===== src/pafm_pkg.sv =====
`timescale 1ns / 1ps

package pafm_pkg;

	localparam int MAX_EVENTS = 128;
	localparam int STAMP_W    = 16;
	localparam int CNT_W      = 8;
	localparam int SUM_W      = 24;
	localparam int FREQ_W     = 32;
	localparam int DIV_W      = 32;
	localparam int DIV_CNT_W  = $clog2(DIV_W);
	localparam int ADDR_W     = 4;
	localparam int DATA_W     = 32;
	localparam int MIN_STAMPS = 3;
	localparam int PRE_STAMPS = 2;

	localparam logic [31:0]        TICK_RATE_RST  = 32'd1440000;
	localparam logic [STAMP_W-1:0] MIN_PERIOD_RST = 16'd80;
	localparam logic               FAST_MODE_RST  = 1'b0;

	localparam logic [1:0] REG_TICK_RATE  = 2'd0;
	localparam logic [1:0] REG_MIN_PERIOD = 2'd1;
	localparam logic [1:0] REG_FAST_MODE  = 2'd2;

	localparam logic [1:0] STATUS_OK   = 2'd0;
	localparam logic [1:0] STATUS_FEW  = 2'd1;
	localparam logic [1:0] STATUS_FAST = 2'd2;

	typedef struct packed {
		logic [31:0]        tick_rate;
		logic [STAMP_W-1:0] min_period;
		logic               fast_mode;
	} cfg_t;

	typedef enum logic [1:0] {
		SEL_FEW,
		SEL_FAST,
		SEL_SAT,
		SEL_QUOT
	} out_sel_t;

	typedef struct packed {
		logic     acc_stamp;
		logic     clear_win;
		logic     start_mean;
		logic     start_freq;
		logic     load_out;
		out_sel_t out_sel;
	} cmd_t;

	typedef struct packed {
		logic few;
		logic too_fast;
		logic div_done;
		logic quot_zero;
		logic out_full;
	} sts_t;

endpackage


===== src/pafm_regs.sv =====
`timescale 1ns / 1ps

module pafm_regs (
	input  logic                         clk,
	input  logic                         arst_n,
	input  logic                         psel,
	input  logic                         penable,
	input  logic                         pwrite,
	input  logic [pafm_pkg::ADDR_W-1:0]  paddr,
	input  logic [pafm_pkg::DATA_W-1:0]  pwdata,
	output logic [pafm_pkg::DATA_W-1:0]  prdata,
	output logic                         pready,
	output pafm_pkg::cfg_t               cfg
);
	import pafm_pkg::*;

	cfg_t       cfg_q;
	logic       wr_en;
	logic [1:0] reg_idx;

	assign pready  = 1'b1;
	assign wr_en   = psel & penable & pwrite & pready;
	assign reg_idx = paddr[3:2];

	always_ff @(posedge clk or negedge arst_n) begin
		if (!arst_n) begin
			cfg_q.tick_rate  <= TICK_RATE_RST;
			cfg_q.min_period <= MIN_PERIOD_RST;
			cfg_q.fast_mode  <= FAST_MODE_RST;
		end else if (wr_en) begin
			unique case (reg_idx)
				REG_TICK_RATE:  cfg_q.tick_rate  <= pwdata;
				REG_MIN_PERIOD: cfg_q.min_period <= pwdata[STAMP_W-1:0];
				REG_FAST_MODE:  cfg_q.fast_mode  <= pwdata[0];
				default: ;
			endcase
		end
	end

	always_comb begin
		unique case (reg_idx)
			REG_TICK_RATE:  prdata = cfg_q.tick_rate;
			REG_MIN_PERIOD: prdata = DATA_W'(cfg_q.min_period);
			REG_FAST_MODE:  prdata = DATA_W'(cfg_q.fast_mode);
			default:        prdata = '0;
		endcase
	end

	assign cfg = cfg_q;

endmodule


===== src/pafm_div.sv =====
`timescale 1ns / 1ps

module pafm_div (
	input  logic                        clk,
	input  logic                        arst_n,
	input  logic                        start,
	input  logic [pafm_pkg::DIV_W-1:0]  dividend,
	input  logic [pafm_pkg::DIV_W-1:0]  divisor,
	output logic                        done,
	output logic [pafm_pkg::DIV_W-1:0]  quotient
);
	import pafm_pkg::*;

	logic                 busy_q;
	logic                 done_q;
	logic [DIV_CNT_W-1:0] cnt_q;
	logic [DIV_W-1:0]     rem_q;
	logic [DIV_W-1:0]     quot_q;
	logic [DIV_W-1:0]     divisor_q;
	logic [DIV_W:0]       shifted;
	logic [DIV_W:0]       trial;

	assign shifted = {rem_q, quot_q[DIV_W-1]};
	assign trial   = shifted - {1'b0, divisor_q};

	always_ff @(posedge clk or negedge arst_n) begin
		if (!arst_n) begin
			busy_q <= 1'b0;
			done_q <= 1'b0;
			cnt_q  <= '0;
		end else if (start) begin
			busy_q <= 1'b1;
			done_q <= 1'b0;
			cnt_q  <= '0;
		end else if (busy_q) begin
			cnt_q <= cnt_q + 1'b1;
			if (cnt_q == DIV_CNT_W'(DIV_W - 1)) begin
				busy_q <= 1'b0;
				done_q <= 1'b1;
			end
		end else begin
			done_q <= 1'b0;
		end
	end

	always_ff @(posedge clk) begin
		if (start) begin
			rem_q     <= '0;
			quot_q    <= dividend;
			divisor_q <= divisor;
		end else if (busy_q) begin
			if (!trial[DIV_W]) begin
				rem_q <= trial[DIV_W-1:0];
			end else begin
				rem_q <= shifted[DIV_W-1:0];
			end
			quot_q <= {quot_q[DIV_W-2:0], ~trial[DIV_W]};
		end
	end

	assign done     = done_q;
	assign quotient = quot_q;

endmodule


===== src/pafm_dp.sv =====
`timescale 1ns / 1ps

module pafm_dp (
	input  logic                          clk,
	input  logic                          arst_n,
	input  pafm_pkg::cfg_t                cfg,
	input  pafm_pkg::cmd_t                cmd,
	output pafm_pkg::sts_t                sts,
	input  logic [pafm_pkg::STAMP_W-1:0]  timestamp,
	output logic                          result_valid,
	input  logic                          result_stall,
	output logic [pafm_pkg::FREQ_W-1:0]   frequency,
	output logic [1:0]                    status,
	output logic [pafm_pkg::CNT_W-1:0]    edge_count
);
	import pafm_pkg::*;

	logic [STAMP_W-1:0] prev_q;
	logic [CNT_W-1:0]   count_q;
	logic [SUM_W-1:0]   sum_q;
	logic               too_fast_q;
	logic [CNT_W-1:0]   hold_count_q;
	logic               out_valid_q;
	logic [FREQ_W-1:0]  frequency_q;
	logic [1:0]         status_q;
	logic [CNT_W-1:0]   edge_count_q;

	logic [STAMP_W-1:0] period;
	logic [FREQ_W-1:0]  err_val;
	logic               div_start;
	logic [DIV_W-1:0]   div_dividend;
	logic [DIV_W-1:0]   div_divisor;
	logic               div_done;
	logic [DIV_W-1:0]   div_quot;

	assign period  = timestamp - prev_q;
	assign err_val = cfg.fast_mode ? '1 : '0;

	always_ff @(posedge clk or negedge arst_n) begin
		if (!arst_n) begin
			prev_q     <= '0;
			count_q    <= '0;
			sum_q      <= '0;
			too_fast_q <= 1'b0;
		end else if (cmd.clear_win) begin
			prev_q     <= '0;
			count_q    <= '0;
			sum_q      <= '0;
			too_fast_q <= 1'b0;
		end else if (cmd.acc_stamp && count_q < CNT_W'(MAX_EVENTS)) begin
			if (count_q >= CNT_W'(PRE_STAMPS)) begin
				if (period < cfg.min_period) begin
					too_fast_q <= 1'b1;
				end
				sum_q <= sum_q + SUM_W'(period);
			end
			prev_q  <= timestamp;
			count_q <= count_q + 1'b1;
		end
	end

	always_ff @(posedge clk) begin
		if (cmd.clear_win) begin
			hold_count_q <= count_q;
		end
	end

	assign div_start    = cmd.start_mean | cmd.start_freq;
	assign div_dividend = cmd.start_mean ? DIV_W'(sum_q) : cfg.tick_rate;
	assign div_divisor  = cmd.start_mean ? DIV_W'(count_q - CNT_W'(PRE_STAMPS)) : div_quot;

	pafm_div u_div (
		.clk      (clk),
		.arst_n   (arst_n),
		.start    (div_start),
		.dividend (div_dividend),
		.divisor  (div_divisor),
		.done     (div_done),
		.quotient (div_quot)
	);

	always_ff @(posedge clk or negedge arst_n) begin
		if (!arst_n) begin
			out_valid_q <= 1'b0;
		end else if (cmd.load_out) begin
			out_valid_q <= 1'b1;
		end else if (!result_stall) begin
			out_valid_q <= 1'b0;
		end
	end

	always_ff @(posedge clk) begin
		if (cmd.load_out) begin
			unique case (cmd.out_sel)
				SEL_FEW: begin
					frequency_q  <= err_val;
					status_q     <= STATUS_FEW;
					edge_count_q <= count_q;
				end
				SEL_FAST: begin
					frequency_q  <= err_val;
					status_q     <= STATUS_FAST;
					edge_count_q <= count_q;
				end
				SEL_SAT: begin
					frequency_q  <= '1;
					status_q     <= STATUS_OK;
					edge_count_q <= hold_count_q;
				end
				SEL_QUOT: begin
					frequency_q  <= div_quot;
					status_q     <= STATUS_OK;
					edge_count_q <= hold_count_q;
				end
				default: ;
			endcase
		end
	end

	assign sts.few       = count_q < CNT_W'(MIN_STAMPS);
	assign sts.too_fast  = too_fast_q;
	assign sts.div_done  = div_done;
	assign sts.quot_zero = div_quot == '0;
	assign sts.out_full  = out_valid_q;

	assign result_valid = out_valid_q;
	assign frequency    = frequency_q;
	assign status       = status_q;
	assign edge_count   = edge_count_q;

endmodule


===== src/pafm_ctrl.sv =====
`timescale 1ns / 1ps

module pafm_ctrl (
	input  logic           clk,
	input  logic           arst_n,
	input  logic           item_valid,
	output logic           item_stall,
	input  logic           req_type,
	input  pafm_pkg::sts_t sts,
	output pafm_pkg::cmd_t cmd
);
	import pafm_pkg::*;

	typedef enum logic [2:0] {
		ST_IDLE = 3'b001,
		ST_MEAN = 3'b010,
		ST_FREQ = 3'b100
	} state_t;

	state_t state_q;
	state_t state_d;
	logic   accept;

	assign item_stall = (state_q != ST_IDLE) || (req_type && sts.out_full);
	assign accept     = item_valid && !item_stall;

	always_comb begin
		state_d = state_q;
		cmd     = '0;
		unique case (state_q)
			ST_IDLE: begin
				if (accept && !req_type) begin
					cmd.acc_stamp = 1'b1;
				end else if (accept) begin
					cmd.clear_win = 1'b1;
					priority if (sts.few) begin
						cmd.load_out = 1'b1;
						cmd.out_sel  = SEL_FEW;
					end else if (sts.too_fast) begin
						cmd.load_out = 1'b1;
						cmd.out_sel  = SEL_FAST;
					end else begin
						cmd.start_mean = 1'b1;
						state_d        = ST_MEAN;
					end
				end
			end
			ST_MEAN: begin
				if (sts.div_done) begin
					if (sts.quot_zero) begin
						cmd.load_out = 1'b1;
						cmd.out_sel  = SEL_SAT;
						state_d      = ST_IDLE;
					end else begin
						cmd.start_freq = 1'b1;
						state_d        = ST_FREQ;
					end
				end
			end
			ST_FREQ: begin
				if (sts.div_done) begin
					cmd.load_out = 1'b1;
					cmd.out_sel  = SEL_QUOT;
					state_d      = ST_IDLE;
				end
			end
			default: state_d = ST_IDLE;
		endcase
	end

	always_ff @(posedge clk or negedge arst_n) begin
		if (!arst_n) begin
			state_q <= ST_IDLE;
		end else begin
			state_q <= state_d;
		end
	end

endmodule


===== src/period_average_frequency_meter.sv =====
`timescale 1ns / 1ps

// Reciprocal frequency meter. Feed capture timestamps (req_type 0), then one
// window-end beat (req_type 1), which returns one result and clears the window.
// A timestamp beat may follow in every cycle while no window end is being
// divided, also while a result waits to be taken. A window end that hits an
// error (fewer than three timestamps, or a period below min_period) gives its
// result in the cycle after it is taken; a mean period that floors to zero
// gives all ones; otherwise one shared radix-2 divider runs twice (mean period,
// then tick_rate over the mean). No beat is taken while the divider runs.
// A window-end beat is stalled while a previous result is still held.
module period_average_frequency_meter (
	input  logic                          clk,
	input  logic                          arst_n,
	input  logic                          item_valid,
	output logic                          item_stall,
	input  logic                          req_type,
	input  logic [pafm_pkg::STAMP_W-1:0]  timestamp,
	output logic                          result_valid,
	input  logic                          result_stall,
	output logic [pafm_pkg::FREQ_W-1:0]   frequency,
	output logic [1:0]                    status,
	output logic [pafm_pkg::CNT_W-1:0]    edge_count,
	input  logic                          psel,
	input  logic                          penable,
	input  logic                          pwrite,
	input  logic [pafm_pkg::ADDR_W-1:0]   paddr,
	input  logic [pafm_pkg::DATA_W-1:0]   pwdata,
	output logic [pafm_pkg::DATA_W-1:0]   prdata,
	output logic                          pready
);
	import pafm_pkg::*;

	cfg_t cfg;
	cmd_t cmd;
	sts_t sts;

	pafm_regs u_regs (
		.clk     (clk),
		.arst_n  (arst_n),
		.psel    (psel),
		.penable (penable),
		.pwrite  (pwrite),
		.paddr   (paddr),
		.pwdata  (pwdata),
		.prdata  (prdata),
		.pready  (pready),
		.cfg     (cfg)
	);

	pafm_ctrl u_ctrl (
		.clk        (clk),
		.arst_n     (arst_n),
		.item_valid (item_valid),
		.item_stall (item_stall),
		.req_type   (req_type),
		.sts        (sts),
		.cmd        (cmd)
	);

	pafm_dp u_dp (
		.clk          (clk),
		.arst_n       (arst_n),
		.cfg          (cfg),
		.cmd          (cmd),
		.sts          (sts),
		.timestamp    (timestamp),
		.result_valid (result_valid),
		.result_stall (result_stall),
		.frequency    (frequency),
		.status       (status),
		.edge_count   (edge_count)
	);

	a_end_needs_free_slot: assert property (@(posedge clk) disable iff (!arst_n)
		(item_valid && !item_stall && req_type) |-> !result_valid)
		else $error("window end taken while a result is held");

	a_status_code: assert property (@(posedge clk) disable iff (!arst_n)
		result_valid |-> (status == STATUS_OK || status == STATUS_FEW
			|| status == STATUS_FAST))
		else $error("undefined status code");

	a_error_value: assert property (@(posedge clk) disable iff (!arst_n)
		(result_valid && status != STATUS_OK) |-> (frequency == '0 || frequency == '1))
		else $error("error result carries a measured frequency");

	a_count_range: assert property (@(posedge clk) disable iff (!arst_n)
		result_valid |-> edge_count <= CNT_W'(MAX_EVENTS))
		else $error("edge count beyond window size");

	a_few_status: assert property (@(posedge clk) disable iff (!arst_n)
		(result_valid && edge_count < CNT_W'(MIN_STAMPS)) |-> status == STATUS_FEW)
		else $error("short window not flagged");

endmodule


===== config.mk =====
export PLATFORM = sky130hd
export DESIGN_NAME = period_average_frequency_meter
export DESIGN_NICKNAME = d
export VERILOG_FILES = /design/src/pafm_pkg.sv /design/src/pafm_regs.sv /design/src/pafm_div.sv /design/src/pafm_dp.sv /design/src/pafm_ctrl.sv /design/src/period_average_frequency_meter.sv
export SDC_FILE = /design/constraint.sdc
export NUM_CORES = 1
export LEC_CHECK = 0
export BUFFER_PORTS_ARGS = -buffer_cell sky130_fd_sc_hd__buf_4
export CORE_MARGIN = 3
export CORE_UTILIZATION = 60
export CTS_CLUSTER_DIAMETER = 150
export DETAILED_ROUTE_END_ITERATION = 10
export GPL_TIMING_DRIVEN = 0
export PLACE_DENSITY = 0.82
export SYNTH_ARGS = -nofsm -noshare
export SYNTH_HDL_FRONTEND = slang
export SYNTH_SLANG_ARGS = --single-unit

===== constraint.sdc =====
create_clock -name clk -period 4.54 [get_ports clk]
set_clock_uncertainty 0.15 [all_clocks]
set_input_delay 0.681 -clock clk [delete_from_list [all_inputs] [get_ports clk]]
set_output_delay 0.681 -clock clk [all_outputs]
set_load 0.005 [all_outputs]

==> results of run 1 <==
[sequential cells by signal, indices dropped and copies added, names as in the netlist, 2 cells and up]
signal / cells
u_ctrl.state_q: 3
u_dp.count_q: 8
u_dp.edge_count: 8
u_dp.frequency: 32
u_dp.hold_count_q: 8
u_dp.prev_q: 16
u_dp.status: 2
u_dp.sum_q: 24
u_dp.u_div.cnt_q: 5
u_dp.u_div.divisor_q: 32
u_dp.u_div.quotient: 32
u_dp.u_div.rem_q: 32
u_regs.cfg: 49
[worst min-delay path by stage]
| stage | slack (ns) | to | from | cells after the start |
|---|---|---|---|---|
| finish | 0.20 | u_regs.cfg[3] | pwdata[2] | 3 |
| global route | 0.20 | u_dp.result_valid | result_stall | 2 |
| CTS | 0.18 | u_regs.cfg[10] | pwdata[9] | 3 |
| detailed placement | 0.28 | u_dp.hold_count_q[5] | u_dp.count_q[5] | 0 |
| global placement | 0.27 | u_dp.hold_count_q[5] | u_dp.count_q[5] | 0 |
| floorplan | 0.24 | u_ctrl.state_q[1] | arst_n | 0 |
[cells by family (layout without fill, tap and decap cells)]
family / count (synthesis) / after routing / synth area share
AO/OA/AOI/OAI: 360 / 360 / 0.159
XOR/XNOR: 68 / 68 / 0.0409
adder cells (fa/ha/maj): 89 / 89 / 0.0771
buffers and inverters: 156 / 347 / 0.0411
flip-flops: 255 / 255 / 0.462
multiplexers: 121 / 121 / 0.0860
other: 1 / 1 / 0.000254
AND/OR/NAND/NOR: 440 / 440 / 0.134
[power by group through the flow]
stage / combinational [mW] / sequential (mW) / clock, mW
floorplan: 3.81 / 3.67 / 0
global placement: 4.79 / 3.90 / 0
detailed placement: 4.99 / 3.92 / 0
CTS: 5.09 / 3.89 / 2.30
global route: 5.77 / 3.98 / 2.39
finish: 5.25 / 3.92 / 2.28
[worst reg2reg max path, stage by stage, from the launching register on]
cell and delay [ns]:
dfrtp_1 0.38, ha_1 0.22, fa_1 0.42, nor2b_1 0.13, o21ai_0 0.12, a21boi_1 0.20
o21ai_0 0.19, a21boi_2 0.22, nor2_2 0.09, ha_1 0.35, a21o_1 0.21, a31oi_1 0.09
o31a_1 0.36, o211ai_1 0.28, a41oi_2 0.28, nor4bb_2 0.38, xnor2_1 0.16, nor2_1 0.05
[synthesized netlist by cell type, drive strengths merged, types with 12 or more instances]
cell type and number:
mux2 45, buf 12, nor3 19, a21oi 86, mux2i 76, dfxtp 32, nor4 12, a22o 17
edfxtp 114, dfstp 12, o21ai 109, nor2 162, xnor2 44, xor2 24, inv 87, dfrtp 97
and2 21, o21a 22, nand2 142, nand3 18, a21o 50, clkbuf 56, ha 86
[layout make-up]
class	count	area share
clock inverter	13	0.00697
tap	319	0.0232
timing repair buffer	139	0.0628
clock buffer	39	0.0466
multi-input combinational	1079	0.430
buffer	68	0.0161
sequential	255	0.395
inverter	88	0.0192
[routing by layer]
metal / track usage / vias to the layer above / wire (um)
met5: 0 / - / 0
met4: 0.0961 / 0 / 1470
met3: 0.0364 / 107 / 2770
met2: 0.496 / 532 / 19000
met1: 0.372 / 5765 / 15300
li1: - / 5636 / -
[metrics by stage]
step | hold slack [ns] | utilization | TNS, ns
5_1_grt | 0.199 | 0.723 | -0.460
6_report | 0.201 | 0.723 | 0
4_1_cts | 0.184 | 0.718 | 0
3_3_place_gp | 0.273 | 0.677 | -8.46
3_5_place_dp | 0.282 | 0.678 | -7.41
2_1_floorplan | 0.235 | - | 0
[repair_timing]
action	CTS	global route
hold buffers	0	1
endpoints found under the setup margin	9	9
setup buffers	0	3
gates resized for setup	5	12
hold endpoints to repair	0	12
pin swaps	1	8
==> out/qor.txt, run 1 <==
Worst-margin pin slew: 0.940 ns
Die area: 0.0265 mm2
Core box area: 0.0238 mm2
Area Overhead vs Synth: 16.9%
NetSw: 4.55 mW
Power Total: 11.5 mW
Minimum clock period: 4.41 ns
Reg-to-reg critical path endpoint: u_dp.sum_q[23]
Finished Cell Area: 0.0172 mm2
Setup WS pre-CTS: -0.879 ns
R2R Setup Slk: 0.13 ns
Drt wl/cell: 19.3 um
Largest fanout on the critical path: 6
Drt total wl: 38.5 mm
Relative slew slack: 0.373
H-Tree Depth: 1
Cells after Synth: 1490
VDD IR max: 0.382 mV
Synth Net Count: 1639
Max Slew Vio Count: 0
PD cells: 665 mW/mm2
Post-Layout Cell Count: 2000
Routed vias/inst: 6.02
CTS tree: built
Crit path cell chain: ha_1, fa_1, nor2b_1, o21ai_0, a21boi_1, o21ai_0, a21boi_2, nor2_2, ha_1, a21o_1, a31oi_1, o31a_1, o211ai_1, a41oi_2, nor4bb_2, xnor2_1, nor2_1
Post-synth top flop: edfxtp_1
CTS sink count: 255
Cell Rows: 56
Synth cell types: 75
Antenna diode count: 0
Combinational Power Share: 0.459
TritonCTS Buffers: 28
Internal power: 6.90 mW
Area of the multi-input gates: 0.00741 mm2
Commonest non-fill, non-tap cells in the layout: 161 x nor2_1, 140 x nand2_1, 138 x buf_4
Final net count: 1808
Initial drt markers: 1178
Die X-Extent: 163 um
# IOs: 137
Period utilisation layout: 0.971
Worst Path Buf+Inv: 0
Initial Utilization: 0.619
Port-buffer cells: 133
Net Sw Frac: 0.397
Cell family with the largest share of critical-path delay: compound AO/OA/AOI/OAI gates
Worst setup path class: register to register
Slowest-stage cell, CP: fa_1
Synth area leaders: edfxtp_1 23%, dfrtp_1 16%, ha_1 7.3%
Syn avg cell area: 9.89 um2
Critical Path Stages: 17
Worst-Skew Late Latency: 0.54 ns
Synthesis Warnings: 0
GRT Util Overall: 0.286
CP endpoint kind: register
Status: finished clean
Vias in the first global route: 11800
Setup crit end: u_dp.sum_q[23]
Worst Setup SP: u_dp.prev_q[0]
Global-route wire length before repair: 61.2 mm
Max Freq: 0.227 GHz
Startpoint Class: register
Initial antenna violation count: 0
Reg area: 0.00681 mm2
Clock buffer depth: 3
Commonest non-fill, non-tap cell in the layout: nor2_1
Worst setup margin: 0.134 ns
Share of post-route cells with drive strength above 1: 0.166
Placer Congestion: 0.892
Fillers: 1651
Clk pwr share: 0.199
Clock root cell: clkbuf_16
DP Cell Count: 1943
Async S/R FF share, synth: 0.427
Die height: 163 um
Min-Delay Path Class: input port to register
Seq cells post-synth: 255
Max cap viols: 0
Worst reg2reg path startpoint: u_dp.prev_q[0]
Via count: 12000
GRT overflow: 0
Hold Fails Final Rpt: 0
Seq pwr share: 0.342
Critical path required time: 4.79 ns
Clock slew at reported path FFs: 0.06 ns
Number of synthesized flops with an enable pin: 114
Share of the synthesized area in the top cell type: 0.232
DP Wirelength: 28.3 mm
Post-DRT Antenna Nets: 0
Crit path DAT: 4.66 ns
Cell area after synthesis: 0.0147 mm2
Static leakage: 7.82 nW
Final-report setup violation count: 0
Largest net degree at the start of global routing: 110
Pre-antenna DRT Iters: 5
Largest stage delay on the critical path: 0.42 ns
Drc violations: 0
Placed cell area: 0.0162 mm2
Post-synthesis sequential area ratio: 0.462
Synth area leader: edfxtp_1
Cells on worst reg2reg path: 17
(Power assumes the default switching activity.)
==> run 2: changes to the inputs <==
--- a/config.mk
+++ b/config.mk
@@ -8,6 +8,7 @@
 export BUFFER_PORTS_ARGS = -buffer_cell sky130_fd_sc_hd__buf_4
 export CORE_MARGIN = 3
 export CORE_UTILIZATION = 60
+export CTS_BUF_LIST = sky130_fd_sc_hd__clkbuf_8
 export CTS_CLUSTER_DIAMETER = 150
 export DETAILED_ROUTE_END_ITERATION = 10
 export GPL_TIMING_DRIVEN = 0
==> run 2 against run 1 <==
  * Global-route usage shrank 0.12 points
  * Sequential share of layout area is 0.14 points higher
  * First-iteration DRC count decreased by 6.2%
  * Clock-buffer cell count up 5
  * Sequential power barely moved
  * Total power shrank 2.4%
  * Worst setup slack better by 0.022 ns
  * Critical path type unchanged
  * Die area unchanged
  * Clock power decreased by 11%
==> out/qor.txt, run 2 (synthesis gave the netlist of run 1 again) <==
Status: finished clean
Pre-antenna DRT Iters: 6 (+1)
Commonest non-fill, non-tap cell in the layout: nor2_1
Clk pwr share: 0.181 (-0.018)
Internal power: 6.65 mW (-3.6%)
Antenna diode count: 0 (unchanged)
Static leakage: 7.88 nW (+0.70%)
Crit path DAT: 4.66 ns (about the same)
Core box area: 0.0238 mm2 (unchanged)
CTS sink count: 255 (unchanged)
# IOs: 137 (unchanged)
Max reg flops: 49 (unchanged)
Drc violations: 0 (unchanged)
Commonest non-fill, non-tap cells in the layout: 160 x nor2_1, 140 x nand2_1, 140 x buf_4
Die X-Extent: 163 um (unchanged)
Die area: 0.0265 mm2 (unchanged)
H-Tree Depth: 2 (+1)
Final net count: 1824 (+0.88%)
CTS tree: built
Global-route wire length before repair: 60.5 mm (-1.1%)
VDD IR max: 0.328 mV (-14%)
Vias in the first global route: 11700 (-0.35%)
Relative slew slack: 0.370 (-0.00347)
Share of post-route cells with drive strength above 1: 0.173 (+0.00664)
Initial drt markers: 1105 (-6.2%)
Largest net degree at the start of global routing: 110 (unchanged)
Cell Rows: 56 (unchanged)
Routed vias/inst: 5.96 (-0.96%)
Net Sw Frac: 0.405 (+0.00786)
Fin Hold WS: 0.181 ns (-0.0198 ns)
Port-buffer cells: 133 (unchanged)
Post-DRT Antenna Nets: 0 (unchanged)
Power Total: 11.2 mW (-2.4%)
CP endpoint kind: register
Worst-Skew Late Latency: 0.57 ns (+0.03 ns)
Drt total wl: 38.0 mm (-1.4%)
Combinational Power Share: 0.469 (+0.010)
Worst-margin pin slew: 0.938 ns (-0.00201 ns)
Clock buffer depth: 3 (unchanged)
Startpoint Class: register
DP Wirelength: 28.3 mm (unchanged)
Post-layout util: 0.721 (-0.00247)
Seq pwr share: 0.350 (+0.008)
Max Slew Vio Count: 0 (unchanged)
Largest fanout on the critical path: 6 (unchanged)
Placer Congestion: 0.892 (unchanged)
Minimum clock period: 4.38 ns (-0.0222 ns)
DP Cell Count: 1943 (unchanged)
NetSw: 4.53 mW (-0.44%)
Max Freq: 0.228 GHz (+0.51%)
Final-report setup violation count: 0 (unchanged)
Critical path required time: 4.82 ns (+0.03 ns)
Clock slew at reported path FFs: 0.06 ns (about the same)
Die height: 163 um (unchanged)
Area Overhead vs Synth: 16.5%
Fillers: 1702 (+3.1%)
Drt wl/cell: 18.7 um (-2.8%)
GRT Util Overall: 0.284 (-0.00125)
Post-Layout Cell Count: 2028 (+1.4%)
PD cells: 651 mW/mm2 (-2.0%)
Initial Utilization: 0.619 (unchanged)
Min-Delay Path Class: input port to register
Worst setup path class: register to register
Via count: 12100 (+0.42%)
Clock root cell: clkbuf_8
Hold Fails Final Rpt: 0 (unchanged)
Max cap viols: 0 (unchanged)
GRT overflow: 0 (unchanged)
Period utilisation layout: 0.966 (-0.00489)
TritonCTS Buffers: 42 (+50%)
Initial antenna violation count: 0 (unchanged)
run 2: area by class of cell:
type / instances / area [um2] / area share
buffer: 68 / 277 / 0.0161
tap: 319 / 399 / 0.0232
clock inverter: 34 / 233 / 0.0136
inverter: 88 / 330 / 0.0192
clock buffer: 44 / 606 / 0.0353
sequential: 255 / 6810 / 0.396
multi-input combinational: 1079 / 7420 / 0.432
timing repair buffer: 141 / 1100 / 0.0639
run 2: per-stage QoR:
step	setup slack (ns)	cell area, um2	setup TNS [ns]
after floorplan	0.112	14700	0
after detailed placement	-0.879	16200	-7.41
after CTS	0.0547	17000	0
after global placement	-0.721	16100	-8.46
after global routing	-0.0602	17200	-0.0805
final	0.156	17200	0
run 2: path summary, 6_finish.rpt:
kind,startpoint,slack [ns],cells after the start,to
max,u_dp.prev_q[0],0.16,17,u_dp.sum_q[23]
min,pwdata[2],0.18,3,u_regs.cfg[3]
max reg2reg,u_dp.prev_q[0],0.16,17,u_dp.sum_q[23]
min reg2reg,u_dp.count_q[5],0.29,0,u_dp.hold_count_q[5]
max in group asynchronous,arst_n,2.99,3,u_regs.cfg[37]
min in group asynchronous,arst_n,0.51,2,u_dp.count_q[5]
run 2: power groups by stage:
stage / Sequential [mW] / Clock (mW) / Combinational, mW
2_1_floorplan: 3.67 / 0 / 3.81
3_3_place_gp: 3.90 / 0 / 4.79
3_5_place_dp: 3.92 / 0 / 4.99
4_1_cts: 3.89 / 2.04 / 5.08
5_1_grt: 3.98 / 2.15 / 5.75
6_report: 3.92 / 2.02 / 5.24
run 2: per-layer routing:
metal / wire, um / track usage / part of all wire / vias up
met5: 0 / 0 / 0 / -
met2: 18800 / 0.489 / 0.49 / 518
met1: 15400 / 0.370 / 0.40 / 5783
li1: - / - / - / 5695
met4: 1360 / 0.103 / 0.036 / 0
met3: 2470 / 0.0381 / 0.065 / 95
run 2: worst max-delay path: stages, from the launching register on:
cell	delay, ns
dfrtp_1	0.38
ha_1	0.22
fa_1	0.42
nor2b_1	0.12
o21ai_0	0.12
a21boi_1	0.20
o21ai_0	0.12
a21boi_1	0.25
nor2_2	0.12
ha_1	0.36
a21o_1	0.21
a31oi_1	0.08
o31a_1	0.36
o211ai_1	0.29
a41oi_2	0.27
nor4bb_2	0.35
xnor2_1	0.15
nor2_1	0.05
run 2: timing repair:
action	4_1_cts	5_1_grt
buffers inserted	1	4
pin swaps	1	7
gates resized for setup	5	14
setup endpoints to repair	9	9
hold buffers	0	1
hold endpoints to repair	0	48
